File: config.mk
export PLATFORM = sky130hd
export DESIGN_NAME = attribute_cell_color_reducer
export DESIGN_NICKNAME = d
export VERILOG_FILES = /design/src/hdl/accr_pkg.sv /design/src/hdl/attribute_cell_color_reducer.sv /design/src/hdl/accr_count.sv /design/src/hdl/accr_ink.sv /design/src/hdl/accr_paper.sv /design/src/hdl/accr_encode.sv
export VERILOG_INCLUDE_DIRS = /design/src /design/src/hdl
export SDC_FILE = /design/constraint.sdc
export NUM_CORES = 1
export LEC_CHECK = 0
export BUFFER_PORTS_ARGS = -buffer_cell sky130_fd_sc_hd__buf_4
export CORE_ASPECT_RATIO = 1.5
export CORE_MARGIN = 2
export CORE_UTILIZATION = 60
export CTS_CLUSTER_SIZE = 30
export DETAILED_ROUTE_END_ITERATION = 10
export PLACE_DENSITY = 0.85
export SETUP_SLACK_MARGIN = 0.2
export SYNTH_ARGS = -nofsm -noshare
export SYNTH_HDL_FRONTEND = slang
export SYNTH_SLANG_ARGS = --single-unit
export TNS_END_PERCENT = 100
File: constraint.sdc
create_clock -name clk -period 35.3 [get_ports clk]
set_input_delay 7.06 -clock clk [delete_from_list [all_inputs] [get_ports clk]]
set_output_delay 7.06 -clock clk [all_outputs]
set_load 0.02 [all_outputs]
File: src/hdl/attribute_cell_color_reducer_assert.svh
// Assertion macros for the attribute cell colour reducer.
`ifndef ATTRIBUTE_CELL_COLOR_REDUCER_ASSERT_SVH
`define ATTRIBUTE_CELL_COLOR_REDUCER_ASSERT_SVH

// Check that a condition holds in the same cycle as its trigger.
`define ACCR_ASSERT_SAME(label, ante, cons) \
  label: assert property (@(posedge clk) disable iff (rst) (ante) |-> (cons)) \
    else $error("attribute cell colour reducer check failed");

// Check that a condition holds in the cycle after its trigger.
`define ACCR_ASSERT_NEXT(label, ante, cons) \
  label: assert property (@(posedge clk) disable iff (rst) (ante) |=> (cons)) \
    else $error("attribute cell colour reducer check failed");

`endif

File: src/hdl/accr_pkg.sv
// Shared types, constants, the black-alias folding function and the selection function for the colour reducer.
package accr_pkg;

  localparam int PixCount = 8;
  localparam int NumIndex = 16;
  localparam int IdxW     = 4;
  localparam int CntW     = 4;
  localparam int ColW     = 5;
  localparam int RowW     = 8;
  localparam int PatW     = 8;
  localparam int AttrW    = 7;
  localparam int Levels   = $clog2(NumIndex);

  localparam logic [IdxW-1:0] BlackAlias  = 4'd8;
  localparam logic [IdxW-1:0] BlackIndex  = 4'd0;
  localparam logic [IdxW-1:0] BrightLimit = 4'd7;

  typedef logic [PixCount-1:0][IdxW-1:0] pix_arr_t;
  typedef logic [NumIndex-1:0][CntW-1:0] cnt_arr_t;

  typedef struct packed {
    logic [CntW-1:0] cnt;
    logic [IdxW-1:0] idx;
  } pick_t;

  function automatic logic [IdxW-1:0] norm_index(logic [IdxW-1:0] p);
    return (p == BlackAlias) ? BlackIndex : p;
  endfunction

  // Pairwise tree over all counts; on equal counts keep the higher or lower index.
  function automatic pick_t pick_max(cnt_arr_t c, logic prefer_high);
    pick_t node [NumIndex];
    pick_t lo;
    pick_t hi;
    logic  take_hi;
    for (int j = 0; j < NumIndex; j++) begin
      node[j].cnt = c[j];
      node[j].idx = IdxW'(j);
    end
    for (int lvl = 0; lvl < Levels; lvl++) begin
      for (int j = 0; j < NumIndex / 2; j++) begin
        if (j < (NumIndex >> (lvl + 1))) begin
          lo = node[2*j];
          hi = node[2*j+1];
          take_hi = prefer_high ? (hi.cnt >= lo.cnt) : (hi.cnt > lo.cnt);
          node[j] = take_hi ? hi : lo;
        end
      end
    end
    return node[0];
  endfunction

endpackage

File: src/hdl/attribute_cell_color_reducer.sv
// Top level of the attribute cell colour reducer.
//
// Takes one eight-pixel cell per clock while in_stall is low. The ink mask and
// attribute appear on the outputs after four register stages: index counting,
// ink choice, paper choice and final encoding. Each stage holds its request
// only while the next one is full and stalled, so bubbles close up and a stall
// on the output reaches in_stall only once every stage is occupied. Palette
// index 8 is treated as black, the same as 0.
`include "attribute_cell_color_reducer_assert.svh"

module attribute_cell_color_reducer import accr_pkg::*; (
  input  logic             clk,
  input  logic             rst,
  input  logic             in_valid,
  output logic             in_stall,
  input  logic [IdxW-1:0]  pix0,
  input  logic [IdxW-1:0]  pix1,
  input  logic [IdxW-1:0]  pix2,
  input  logic [IdxW-1:0]  pix3,
  input  logic [IdxW-1:0]  pix4,
  input  logic [IdxW-1:0]  pix5,
  input  logic [IdxW-1:0]  pix6,
  input  logic [IdxW-1:0]  pix7,
  input  logic [ColW-1:0]  cell_col,
  input  logic [RowW-1:0]  cell_row,
  output logic             out_valid,
  input  logic             out_stall,
  output logic [PatW-1:0]  pattern,
  output logic [AttrW-1:0] attribute,
  output logic [IdxW-1:0]  ink_index,
  output logic [IdxW-1:0]  paper_index,
  output logic [ColW-1:0]  out_col,
  output logic [RowW-1:0]  out_row
);

  pix_arr_t        in_pix;

  logic            c_valid;
  logic            c_stall;
  pix_arr_t        c_pix;
  cnt_arr_t        c_cnt;
  logic [ColW-1:0] c_col;
  logic [RowW-1:0] c_row;

  logic            i_valid;
  logic            i_stall;
  pix_arr_t        i_pix;
  cnt_arr_t        i_cnt;
  logic [IdxW-1:0] i_ink;
  logic [ColW-1:0] i_col;
  logic [RowW-1:0] i_row;

  logic            p_valid;
  logic            p_stall;
  pix_arr_t        p_pix;
  logic [IdxW-1:0] p_ink;
  logic [IdxW-1:0] p_paper;
  logic [ColW-1:0] p_col;
  logic [RowW-1:0] p_row;

  assign in_pix = {pix7, pix6, pix5, pix4, pix3, pix2, pix1, pix0};

  accr_count u_count (
    .clk       (clk),
    .rst       (rst),
    .in_valid  (in_valid),
    .in_stall  (in_stall),
    .in_pix    (in_pix),
    .in_col    (cell_col),
    .in_row    (cell_row),
    .out_valid (c_valid),
    .out_stall (c_stall),
    .pix       (c_pix),
    .cnt       (c_cnt),
    .col       (c_col),
    .row       (c_row)
  );

  accr_ink u_ink (
    .clk       (clk),
    .rst       (rst),
    .in_valid  (c_valid),
    .in_stall  (c_stall),
    .in_pix    (c_pix),
    .in_cnt    (c_cnt),
    .in_col    (c_col),
    .in_row    (c_row),
    .out_valid (i_valid),
    .out_stall (i_stall),
    .pix       (i_pix),
    .cnt       (i_cnt),
    .ink       (i_ink),
    .col       (i_col),
    .row       (i_row)
  );

  accr_paper u_paper (
    .clk       (clk),
    .rst       (rst),
    .in_valid  (i_valid),
    .in_stall  (i_stall),
    .in_pix    (i_pix),
    .in_cnt    (i_cnt),
    .in_ink    (i_ink),
    .in_col    (i_col),
    .in_row    (i_row),
    .out_valid (p_valid),
    .out_stall (p_stall),
    .pix       (p_pix),
    .ink       (p_ink),
    .paper     (p_paper),
    .col       (p_col),
    .row       (p_row)
  );

  accr_encode u_encode (
    .clk       (clk),
    .rst       (rst),
    .in_valid  (p_valid),
    .in_stall  (p_stall),
    .in_pix    (p_pix),
    .in_ink    (p_ink),
    .in_paper  (p_paper),
    .in_col    (p_col),
    .in_row    (p_row),
    .out_valid (out_valid),
    .out_stall (out_stall),
    .pattern   (pattern),
    .attribute (attribute),
    .ink       (ink_index),
    .paper     (paper_index),
    .col       (out_col),
    .row       (out_row)
  );

  `ACCR_ASSERT_SAME(a_no_alias_out, out_valid, (ink_index != BlackAlias) && (paper_index != BlackAlias))
  `ACCR_ASSERT_SAME(a_black_cell, out_valid && (ink_index == BlackIndex), (pattern == '0) && (paper_index == BlackIndex))
  `ACCR_ASSERT_SAME(a_paper_differs, out_valid && (ink_index != BlackIndex), paper_index != ink_index)
  `ACCR_ASSERT_NEXT(a_paper_stage_holds, p_valid && p_stall, p_valid && $stable(p_paper) && $stable(p_ink))

endmodule

File: src/hdl/accr_count.sv
// First stage: fold black alias and count each palette index in the cell.
module accr_count import accr_pkg::*; (
  input  logic            clk,
  input  logic            rst,
  input  logic            in_valid,
  output logic            in_stall,
  input  pix_arr_t        in_pix,
  input  logic [ColW-1:0] in_col,
  input  logic [RowW-1:0] in_row,
  output logic            out_valid,
  input  logic            out_stall,
  output pix_arr_t        pix,
  output cnt_arr_t        cnt,
  output logic [ColW-1:0] col,
  output logic [RowW-1:0] row
);

  pix_arr_t pix_next;
  cnt_arr_t cnt_next;
  logic     hold;

  assign hold     = out_valid && out_stall;
  assign in_stall = hold;

  always_comb begin
    for (int i = 0; i < PixCount; i++) begin
      pix_next[i] = norm_index(in_pix[i]);
    end
    for (int k = 0; k < NumIndex; k++) begin
      cnt_next[k] = '0;
      for (int i = 0; i < PixCount; i++) begin
        cnt_next[k] = cnt_next[k] + CntW'(pix_next[i] == IdxW'(k));
      end
    end
  end

  always_ff @(posedge clk) begin
    if (rst) begin
      out_valid <= 1'b0;
    end else if (!hold) begin
      out_valid <= in_valid;
    end
  end

  always_ff @(posedge clk) begin
    if (!hold && in_valid) begin
      pix <= pix_next;
      cnt <= cnt_next;
      col <= in_col;
      row <= in_row;
    end
  end

endmodule

File: src/hdl/accr_ink.sv
// Second stage: choose the ink and clear its count.
module accr_ink import accr_pkg::*; (
  input  logic            clk,
  input  logic            rst,
  input  logic            in_valid,
  output logic            in_stall,
  input  pix_arr_t        in_pix,
  input  cnt_arr_t        in_cnt,
  input  logic [ColW-1:0] in_col,
  input  logic [RowW-1:0] in_row,
  output logic            out_valid,
  input  logic            out_stall,
  output pix_arr_t        pix,
  output cnt_arr_t        cnt,
  output logic [IdxW-1:0] ink,
  output logic [ColW-1:0] col,
  output logic [RowW-1:0] row
);

  cnt_arr_t        no_black;
  pick_t           best;
  logic [IdxW-1:0] ink_next;
  cnt_arr_t        cnt_next;
  logic            hold;

  assign hold     = out_valid && out_stall;
  assign in_stall = hold;

  always_comb begin
    no_black             = in_cnt;
    no_black[BlackIndex] = '0;
    best                 = pick_max(no_black, 1'b1);
    ink_next             = (best.cnt == '0) ? BlackIndex : best.idx;
    cnt_next             = in_cnt;
    if (ink_next != BlackIndex) begin
      cnt_next[ink_next] = '0;
    end
  end

  always_ff @(posedge clk) begin
    if (rst) begin
      out_valid <= 1'b0;
    end else if (!hold) begin
      out_valid <= in_valid;
    end
  end

  always_ff @(posedge clk) begin
    if (!hold && in_valid) begin
      pix <= in_pix;
      cnt <= cnt_next;
      ink <= ink_next;
      col <= in_col;
      row <= in_row;
    end
  end

endmodule

File: src/hdl/accr_paper.sv
// Third stage: choose the paper from the remaining counts.
module accr_paper import accr_pkg::*; (
  input  logic            clk,
  input  logic            rst,
  input  logic            in_valid,
  output logic            in_stall,
  input  pix_arr_t        in_pix,
  input  cnt_arr_t        in_cnt,
  input  logic [IdxW-1:0] in_ink,
  input  logic [ColW-1:0] in_col,
  input  logic [RowW-1:0] in_row,
  output logic            out_valid,
  input  logic            out_stall,
  output pix_arr_t        pix,
  output logic [IdxW-1:0] ink,
  output logic [IdxW-1:0] paper,
  output logic [ColW-1:0] col,
  output logic [RowW-1:0] row
);

  pick_t best;
  logic  hold;

  assign hold     = out_valid && out_stall;
  assign in_stall = hold;
  assign best     = pick_max(in_cnt, 1'b0);

  always_ff @(posedge clk) begin
    if (rst) begin
      out_valid <= 1'b0;
    end else if (!hold) begin
      out_valid <= in_valid;
    end
  end

  always_ff @(posedge clk) begin
    if (!hold && in_valid) begin
      pix   <= in_pix;
      ink   <= in_ink;
      paper <= (best.cnt == '0) ? BlackIndex : best.idx;
      col   <= in_col;
      row   <= in_row;
    end
  end

endmodule

File: src/hdl/accr_encode.sv
// Fourth stage: build the ink mask and the seven-bit attribute.
module accr_encode import accr_pkg::*; (
  input  logic             clk,
  input  logic             rst,
  input  logic             in_valid,
  output logic             in_stall,
  input  pix_arr_t         in_pix,
  input  logic [IdxW-1:0]  in_ink,
  input  logic [IdxW-1:0]  in_paper,
  input  logic [ColW-1:0]  in_col,
  input  logic [RowW-1:0]  in_row,
  output logic             out_valid,
  input  logic             out_stall,
  output logic [PatW-1:0]  pattern,
  output logic [AttrW-1:0] attribute,
  output logic [IdxW-1:0]  ink,
  output logic [IdxW-1:0]  paper,
  output logic [ColW-1:0]  col,
  output logic [RowW-1:0]  row
);

  logic [PatW-1:0]  pattern_next;
  logic [AttrW-1:0] attribute_next;
  logic             hold;

  assign hold     = out_valid && out_stall;
  assign in_stall = hold;

  always_comb begin
    for (int i = 0; i < PixCount; i++) begin
      pattern_next[PatW-1-i] = (in_ink != BlackIndex) &&
                               ((in_pix[i] == in_ink) || (in_pix[i] != in_paper));
    end
    attribute_next = {in_ink > BrightLimit, in_paper[2:0], in_ink[2:0]};
  end

  always_ff @(posedge clk) begin
    if (rst) begin
      out_valid <= 1'b0;
    end else if (!hold) begin
      out_valid <= in_valid;
    end
  end

  always_ff @(posedge clk) begin
    if (!hold && in_valid) begin
      pattern   <= pattern_next;
      attribute <= attribute_next;
      ink       <= in_ink;
      paper     <= in_paper;
      col       <= in_col;
      row       <= in_row;
    end
  end

endmodule

==> reports/results.ini <==
[timing]
fmax_mhz=66.70
fin_setup_tns_ns=0
rsz0062_at_grt=false
tightest_slew_ns=0.9487
drv_slew=0
fin_crit_ns=14.99
fin_ws_ns=20.31
fin_skew_ns=0.008866
setup_viol=0
slew_headroom_pct=36.75
finalHoldViolations=0
period_share_pct=42.47

[finish]
finalNonFillerCells=2251
diodes=0
final_cell_mix=edfxtp_1 (305), inv_1 (262), ha_1 (162)
syn2layout_area_growth_pct=9.611
fillers=2300
layout-drive-gt1-share_pct=9.477
nets=2090
final_common_cell=edfxtp_1

[die]
die_w_um=151.7
core-area_mm2=0.03243
ioPinCount=87
die-height_um=225.6
initial_core_util_pct=60.57
die_area_mm2=0.03423
rows=81

[logic_synthesis]
syn_area_per_cell_um2=11.18
synth-main-ff-cell=edfxtp_1
yosysSeqAreaShare_pct=47.03
syn_area_mm2=0.01965
ys_seq_elements=309
syn_inst=1757
synth_cell_type_count=72
synth_edf_count=305
yosys_warnings=0
synthArstFlopShare_pct=0

[clock_tree]
clkSlewWorstSetupHoldPaths_ns=0.07
cts_buffers=29
cts_tree=built
postCtsSetupBuffers=0
clockBufferDepth=3
clock_latency_ns=0.58
ctsHoldBuffers=0
clkSinkCount=309
ctsResizeCount=0
cts-root-buf=clkbuf_16
h-tree-depth=1

[setup_path]
critPathSlowestCell=and3_1
cp_top_family=simple AND/OR/NAND/NOR gates
crit_type=input port to output pin
cp.required_ns=28.24
cp.depth=5
path_buf_inv=3
path_cells=buf_4 -> and3_1 -> nand3_1 -> inv_1 -> buf_4
crit_top_cell=buf_4
critical_path_arrival_ns=7.93
critPathLaunchType=input port
slowest_delay_ns=0.33
r2r.worst_path.cells=26
crit_path_end_kind=output pin
cp_max_fo=5

[place]
io_buffer_count=86
placed_cells=2199
dp_slack_ns=20.30
place_congestion=0.9977
dp_hpwl_um=34500

[drt]
drt_iter0_drc=974
routedWlPerCell_um=20.24
firstDrtPassIters=5
vias_per_cell=6.100
vias=13730
drc=0
totalWireLength_um=45550
ant_nets=0

[pwr]
p_leak_nw=8.925
ir_drop_mv=0.05599
p_per_area_mw_per_mm2=62.14

[global_route]
gr-usage-all-layers_pct=26.98
gr-total-overflow=0
grt_pass1_wl_um=71370
antenna_found_initial=0
grt_max_degree=72
grt_pass1_vias=14130

[hold_path]
min_path_type=flip-flop to flip-flop
whs_path_depth=0

[run]
max-cap-violations=0

[status]
status=complete, no violations

## synth_stat cells (3+ instances only)
cell type	count	area, µm²
o21ai_1	9	45.04
or2_2	4	25.02
o21ai_0	58	290.3
and3_1	7	43.79
o31a_1	16	140.1
a21o_1	20	150.1
and2_1	7	43.79
nor2b_1	55	344.1
a21boi_1	3	22.52
inv_1	262	983.4
a221oi_1	3	26.28
a211oi_1	34	255.2
nand2b_1	30	187.7
or3_1	8	50.05
nor2_1	67	251.5
ha_1	162	2027
a32o_1	3	30.03
a31o_2	3	26.28
o211ai_2	3	37.54
buf_1	6	22.52
o21a_1	30	225.2
nand3_1	59	295.3
a31oi_1	8	50.05
buf_2	4	20.02
a311oi_1	36	315.3
buf_4	8	60.06
mux2i_1	46	460.4
edfxtp_1	305	9159
a221o_1	3	30.03
clkbuf_1	55	206.5
a21oi_1	61	305.3
mux2_2	10	112.6
nand2_1	103	386.6
nor3_1	30	150.1
dfxtp_1	4	80.08
fa_1	64	1281
xor2_1	32	280.3
nor4_1	9	56.30
o211ai_1	5	37.54
xnor2_1	48	420.4
nand4_1	25	156.4
a2111oi_4	3	82.58
a41o_1	3	30.03
a21boi_0	10	75.07
## flip-flops by register name, indices dropped and copies added (netlist names), 4 cells and up
signal / flops
u_count.cnt: 64
u_count.col: 5
u_count.pix: 32
u_count.row: 8
u_encode.col: 5
u_encode.ink: 4
u_encode.paper: 4
u_encode.pattern: 8
u_encode.row: 8
u_ink.cnt: 64
u_ink.col: 5
u_ink.ink: 4
u_ink.pix: 32
u_ink.row: 8
u_paper.col: 5
u_paper.ink: 4
u_paper.paper: 4
u_paper.pix: 32
u_paper.row: 8
## final timing paths
path / start / to / slack, ns
worst max-delay path: out_stall / in_stall / 20.31
worst max register to register: u_count.cnt[56] / u_ink.ink[0] / 27.01
worst min register to register: u_count.col[2] / u_ink.col[2] / 0.42
worst min-delay path: u_count.col[2] / u_ink.col[2] / 0.42
## layout make-up
class	count	area, µm²	area share, %
well taps	415	519.2	2.411
inverters	262	983.4	4.567
flip-flops and latches	309	9239	42.91
clock inverters	15	163.9	0.7612
clock buffers	37	755.7	3.510
multi-input cells	1119	9166	42.57
repair buffers	94	705.7	3.277
## where the power goes
| group | internal (mW) | switching [mW] | leakage [nW] | total (mW) |
|---|---|---|---|---|
| clock | 0.173 | 0.134 | 0.453 | 0.307 |
| sequential | 0.452 | 0.0270 | 2.91 | 0.479 |
| combinational | 0.206 | 0.346 | 5.56 | 0.552 |
## cells by family (layout without fill, tap and decap cells)
family | after synthesis | in the layout | share of synthesized area (%)
xor gates and xnor gates | 80 | 80 | 3.567
adders and majority gates | 226 | 226 | 16.84
other | 2 | 8 | 0.03823
muxes | 58 | 58 | 3.051
and+or+nand+nor | 416 | 416 | 10.71
buffers and inverters | 335 | 408 | 6.579
AOI/OAI and AO/OA | 331 | 331 | 12.18
DFF | 309 | 309 | 47.03
## stage by stage
step | instance area (µm²) | total power [mW] | hold slack, ns | util (%)
2_1_floorplan | 19670 | 0.8798 | 0.4003 | -
3_5_place_dp | 20610 | 1.022 | 0.4045 | 63.56
5_1_grt | 21530 | 1.408 | 0.4266 | 66.40
4_1_cts | 21530 | 1.329 | 0.4171 | 66.40
3_3_place_gp | 20610 | 0.9956 | 0.4003 | 63.56
6_report | 21530 | 1.338 | 0.4180 | 66.40
## per-layer routing
metal / track usage (%) / up-vias / share of wire [%] / wire length (µm)
met5: 0 / - / 0 / 0
met1: 29.09 / 6600 / 35 / 15860
li1: - / 6344 / - / -
met2: 47.53 / 556 / 51 / 23440
met4: 20.88 / 0 / 8.9 / 4040
met3: 3.030 / 231 / 4.9 / 2216
(Power assumes the default switching activity.)
